## src/hw/rtl/tlik_pkg.sv

```systemverilog
// Shared types and constants for the two-link planar inverse kinematics block.
// No dependencies; imported by tlik_sqrt, tlik_cordic and the top level.
package tlik_pkg;

    localparam int COORD_W   = 16;  // target coordinate, signed Q8.8
    localparam int LINK_W    = 15;  // link length, unsigned Q7.8
    localparam int ANGLE_W   = 16;  // joint angle, signed Q4.12
    localparam int RSQ_W     = 32;  // x^2 + y^2
    localparam int R_W       = 16;  // floor(sqrt(x^2 + y^2))
    localparam int LSQ_W     = 30;  // link length squared
    localparam int DEN_W     = 32;  // 2*a2*r and 2*a2*a4
    localparam int NUM_W     = 34;  // signed law-of-cosines numerator
    localparam int RAD_W     = 64;  // d^2 - n^2
    localparam int CW        = 44;  // CORDIC vector component
    localparam int M_W       = 41;  // magnitude field for normalization
    localparam int ZW        = 34;  // CORDIC angle accumulator, Q2.30
    localparam int AW        = 36;  // combined joint angle, Q2.30
    localparam int NORM_STEPS = 6;  // shifts of 32, 16, 8, 4, 2, 1
    localparam int ATAN_LEN  = 24;
    localparam int CFG_IDX_W = 1;
    localparam int ROUND_SH  = 18;  // Q2.30 -> Q4.12

    localparam logic [LINK_W-1:0] FIRST_LINK_RESET  = 15'd1536;
    localparam logic [LINK_W-1:0] SECOND_LINK_RESET = 15'd1408;

    localparam logic signed [AW-1:0] PI_Q30      = 36'sd3373259426;
    localparam logic signed [AW-1:0] HALF_PI_Q30 = 36'sd1686629713;

    // round(atan(2^-i) * 2^30)
    localparam logic [30:0] ATAN_TABLE [ATAN_LEN] = '{
        31'd843314857, 31'd497837829, 31'd263043836, 31'd133525159,
        31'd67021687,  31'd33543516,  31'd16775851,  31'd8388437,
        31'd4194283,   31'd2097149,   31'd1048576,   31'd524288,
        31'd262144,    31'd131072,    31'd65536,     31'd32768,
        31'd16384,     31'd8192,      31'd4096,      31'd2048,
        31'd1024,      31'd512,       31'd256,       31'd128
    };

    typedef enum logic [CFG_IDX_W-1:0] {
        REG_FIRST_LINK  = 1'b0,
        REG_SECOND_LINK = 1'b1
    } cfg_reg_t;

endpackage

```

## src/hw/rtl/tlik_sqrt.sv

```systemverilog
// Pipelined integer square root, one result bit per stage, several lanes.
// Depends on tlik_pkg (imported for house consistency of widths).
module tlik_sqrt
    import tlik_pkg::*;
#(
    parameter int W      = 32,
    parameter int LANES  = 1,
    parameter int SIDE_W = 8
) (
    input  logic                aclk,
    input  logic                aresetn,
    input  logic                en,
    input  logic                in_valid,
    input  logic [W-1:0]        in_rad  [LANES],
    input  logic [SIDE_W-1:0]   in_side,
    output logic                out_valid,
    output logic [W/2-1:0]      out_root [LANES],
    output logic [SIDE_W-1:0]   out_side
);

    localparam int STG = W / 2;

    logic [W-1:0]      rem_reg  [STG][LANES];
    logic [STG-1:0]    root_bits [LANES];
    logic [W/2-1:0]    root_reg [STG][LANES];
    logic [SIDE_W-1:0] side_reg [STG];
    logic [STG-1:0]    valid_reg;

    always_ff @(posedge aclk) begin
        if (!aresetn) begin
            valid_reg <= '0;
        end else if (en) begin
            valid_reg <= {valid_reg[STG-2:0], in_valid};
        end
    end

    always_ff @(posedge aclk) begin
        if (en) begin
            side_reg[0] <= in_side;
            for (int k = 1; k < STG; k++) begin
                side_reg[k] <= side_reg[k-1];
            end
        end
    end

    for (genvar k = 0; k < STG; k++) begin : g_stage
        localparam int B = STG - 1 - k;
        for (genvar l = 0; l < LANES; l++) begin : g_lane
            logic [W-1:0]   prev_rem;
            logic [W/2-1:0] prev_root;
            logic [W:0]     trial;
            if (k == 0) begin : g_first
                assign prev_rem  = in_rad[l];
                assign prev_root = '0;
            end else begin : g_next
                assign prev_rem  = rem_reg[k-1][l];
                assign prev_root = root_reg[k-1][l];
            end
            // (root + 2^B)^2 - root^2
            assign trial = ((W+1)'(prev_root) << (B + 1)) + ((W+1)'(1) << (2 * B));
            always_ff @(posedge aclk) begin
                if (en) begin
                    if ({1'b0, prev_rem} >= trial) begin
                        rem_reg[k][l]  <= prev_rem - trial[W-1:0];
                        root_reg[k][l] <= prev_root | ((W/2)'(1) << B);
                    end else begin
                        rem_reg[k][l]  <= prev_rem;
                        root_reg[k][l] <= prev_root;
                    end
                end
            end
        end
    end

    for (genvar l = 0; l < LANES; l++) begin : g_out
        assign root_bits[l] = root_reg[STG-1][l][STG-1:0];
        assign out_root[l]  = root_bits[l];
    end

    assign out_valid = valid_reg[STG-1];
    assign out_side  = side_reg[STG-1];

endmodule

```

## config.mk

```make
export PLATFORM = sky130hd
export DESIGN_NAME = tlik_sqrt
export DESIGN_NICKNAME = d
export VERILOG_FILES = /design/src/hw/rtl/tlik_pkg.sv /design/src/hw/rtl/tlik_sqrt.sv
export SDC_FILE = /design/constraint.sdc
export NUM_CORES = 1
export LEC_CHECK = 0
export BUFFER_PORTS_ARGS = -buffer_cell sky130_fd_sc_hd__buf_2
export CORE_MARGIN = 5
export CORE_UTILIZATION = 35
export CTS_CLUSTER_DIAMETER = 120
export DETAILED_ROUTE_END_ITERATION = 12
export RECOVER_POWER = 25
export SYNTH_ARGS = -nofsm -noshare
export SYNTH_HDL_FRONTEND = slang
export SYNTH_SLANG_ARGS = --single-unit
```

## constraint.sdc

```tcl
create_clock -name aclk -period 3.6 [get_ports aclk]
set_input_delay 0.72 -clock aclk [delete_from_list [all_inputs] [get_ports aclk]]
set_output_delay 0.72 -clock aclk [all_outputs]
set_load 0.02 [all_outputs]
```

==> impl_metrics.ini <==
[clocking]
cts_buffers = 83
clk_pin_slew_ns = 0.06
post-cts-setup-buffer-count = 0
clk_root_buffer_cell = clkbuf_16
h-tree-depth = 3
clockBufferDepth = 3
cts_hold_buf = 0
clkSinkCount = 760
cts_resized = 0
insertion_delay_ns = 0.64
cts_tree = done

[pwr]
p_comb_share_pct = 12.4
pwr-share-seq_pct = 50.1
p_per_area_nw_per_um2 = 595
netSwitchingPower_mw = 5.59
finalPower_mw = 22.8
internal_power_mw = 17.2
power.share.clock_pct = 37.6
vdd_drop_max_mv = 0.429
switching_share_pct = 24.5
p_leak_nw = 14.1

[placed_design]
port_buffers = 68
gp_congestion = 0.923
dp_hpwl_um = 43800

[drt]
drt-initial-drc-count = 1164
route.detailed.drc = 0
ant_nets = 0
num_vias = 19100
firstDrtPassIters = 6
wire_per_inst_um = 15.6
routed_wl_um = 60800
post_drt_via_cell_ratio = 4.90

[layout]
final_util_pct = 40.3
final.fill_count = 8726
diodes = 0
area_growth_pct = 14.2
largest_register_ff_count = 480
drive_gt1_share_pct = 9.06
multiInputGateArea_um2 = 10000
register_area_um2 = 22700
fin_nets = 2756

[timing]
final.setup.tns_ns = 0
maxSlewHeadroom_pct = -0.0915
min_period_ns = 3.37
hold_viol = 0
maxSlewViolCount = 14
fmax_mhz = 297
setup_violations = 0
worst_pin_slew_ns = 1.50
rsz0062_at_grt = false
post-route-period-util_pct = 93.5
skew_ns = 0.0469

[synthesis]
ys_ff_latch = 760
synth_top_family_by_area = simple AND/OR/NAND/NOR gates
yosys_warnings = 0
synthTopCellsByArea = edfxtp_1 67%, ha_1 5.6%, xnor2_1 2.9%, xor2_1 2.2%, inv_1 2.0%
netlist_area_um2 = 33600
yosysTopAreaCellShare_pct = 66.5
synth_nets = 2625
synth-xor-area-share_pct = 5.16
synth_most_common_cell = edfxtp_1
synthSimpleGateAreaFrac_pct = 10.5
synth_compound_gate_area_share_pct = 7.46
synth_cells = 2431
synth_seq_area_share_pct = 67.5
synth_top_cell_by_area = edfxtp_1
synth_common_cells = 744 x edfxtp_1, 179 x inv_1, 157 x nand2_1
muxShareOfSynthArea_pct = 1.09
async_flop_share_pct = 0
synth_ff_type = edfxtp_1
synth_fa_ha_area_share_pct = 5.59
synth_edf_count = 744
synthDistinctLibCells = 80
syn_area_per_cell_um2 = 13.8

[die]
fp-row-count = 113
dieArea_um2 = 102000
start_util_pct = 35.3
die_h_um = 320
core_um2 = 95200
die_x_um = 320
pin_count = 69

[setup_path]
reg2reg_to = rem_reg[1][214]$_DFFE_PP_
crit_family = buffers and inverters
cp_common_cell = buf_4
reg2regPathDepth = 9
start_kind = input pin
regToRegStartpoint = rem_reg[1][177]$_DFFE_PP_
critPathKind = in2reg
cp.arrival_ns = 3.73
cp_cell_sequence = clkbuf_1 > buf_4 > nand2b_1 > nor4_1 > nand2_1 > nor3b_1 > a21oi_1 > buf_4 > mux2_2
regToRegSetupSlack_ns = 0.29
path_buf_inv = 3
cp_slowest_cell = clkbuf_1
crit_start = en
endpoint_kind = flip-flop
slowest_delay_ns = 1.06
worstPathMaxFanout = 28
cp.required_ns = 3.97

[run_status]
status = complete, but fails checks
violations = capacitance limit, slew limit

[job]
drv_cap = 1

[min_path]
hold_path.startpoint = in_side[3]
min_to = side_reg[0][3]$_DFFE_PP_
holdPathStages = 1
min_path_type = in2reg

[global_route]
grt-ovfl-total = 0
grt_max_degree = 179
grt_pass1_wl_um = 99500
grt_pass1_vias = 20100
antenna_found_initial = 0
grt_use_total_pct = 11.8
power by group through the flow:
stage | sequential, mW | clock, mW | combinational, mW
3_3_place_gp | 11.6 | 0 | 2.75
2_1_floorplan | 11.4 | 0 | 2.16
5_1_grt | 11.5 | 9.24 | 3.16
3_5_place_dp | 11.6 | 0 | 2.83
4_1_cts | 11.4 | 8.87 | 2.84
6_report | 11.4 | 8.57 | 2.82
how the worst max path moves through the flow:
stage | end | slack (ns) | cells after the start
5_1_grt | rem_reg[0][213]$_DFFE_PP_ | 0.07 | 9
6_report | rem_reg[0][213]$_DFFE_PP_ | 0.23 | 9
3_3_place_gp | rem_reg[1][157]$_DFFE_PP_ | 0.36 | 9
3_5_place_dp | rem_reg[1][214]$_DFFE_PP_ | 0.34 | 9
4_1_cts | rem_reg[1][214]$_DFFE_PP_ | 0.28 | 9
2_1_floorplan | rem_reg[1][192]$_DFFE_PP_ | 0.62 | 3
final cells by class:
cell class                      count  area share, %
Inverter                          180           1.76
Timing Repair Buffer              103           1.60
Clock inverter                     49           1.61
Tap cell                         1265           4.13
Multi-Input combinational cell   1434           26.1
Sequential cell                   760           59.1
Clock buffer                      102           5.71
layer usage:
metal  up-vias  track usage (%)  share of wire [%]
li1       9348                -                  -
met1      9184             11.7                 36
met2       358             23.3                 55
met3       178             2.08                3.2
met4         0             5.87                5.1
met5         -                0                  0
cells by family (layout without fill, tap and decap cells):
group / count (synthesis) / count (layout)
buffers and inverters: 237 / 434
AND/OR/NAND/NOR: 653 / 653
adder cells (fa/ha/maj): 150 / 150
multiplexers: 35 / 35
XOR/XNOR: 198 / 198
AO/OA/AOI/OAI: 398 / 398
flip-flops: 760 / 760
cells in the final DEF (no fill, tap or decap), types with 18 or more instances in the layout:
master | Yosys | final
nor3_1 | 59 | 58
buf_2 | 4 | 46
o21ai_0 | 125 | 125
nand2_1 | 157 | 157
nand4_1 | 33 | 33
nor4b_1 | 18 | 18
nor2_1 | 102 | 102
a21oi_1 | 89 | 89
nor4_1 | 71 | 71
nand2b_1 | 35 | 35
a21o_1 | 36 | 36
nand3_1 | 33 | 33
xnor2_1 | 112 | 112
nor2b_1 | 41 | 41
o21ai_1 | 20 | 20
edfxtp_1 | 744 | 744
ha_1 | 150 | 150
mux2i_1 | 22 | 22
inv_1 | 179 | 179
xor2_1 | 86 | 86
o21a_1 | 32 | 32
clkbuf_16 | 0 | 83
clkbuf_1 | 44 | 36
buf_4 | 8 | 32
or3_1 | 20 | 20
through the flow:
step	hold WS [ns]	cells	setup slack, ns	instance area (um2)
floorplan	0.400	2431	0.616	33600
global placement	0.401	3742	0.364	35600
detailed placement	0.405	3742	0.342	35600
CTS	0.194	3893	0.284	38400
global route	0.207	3893	0.0697	38300
finish	0.255	3893	0.234	38300
Power figures use the tool's default switching activity.
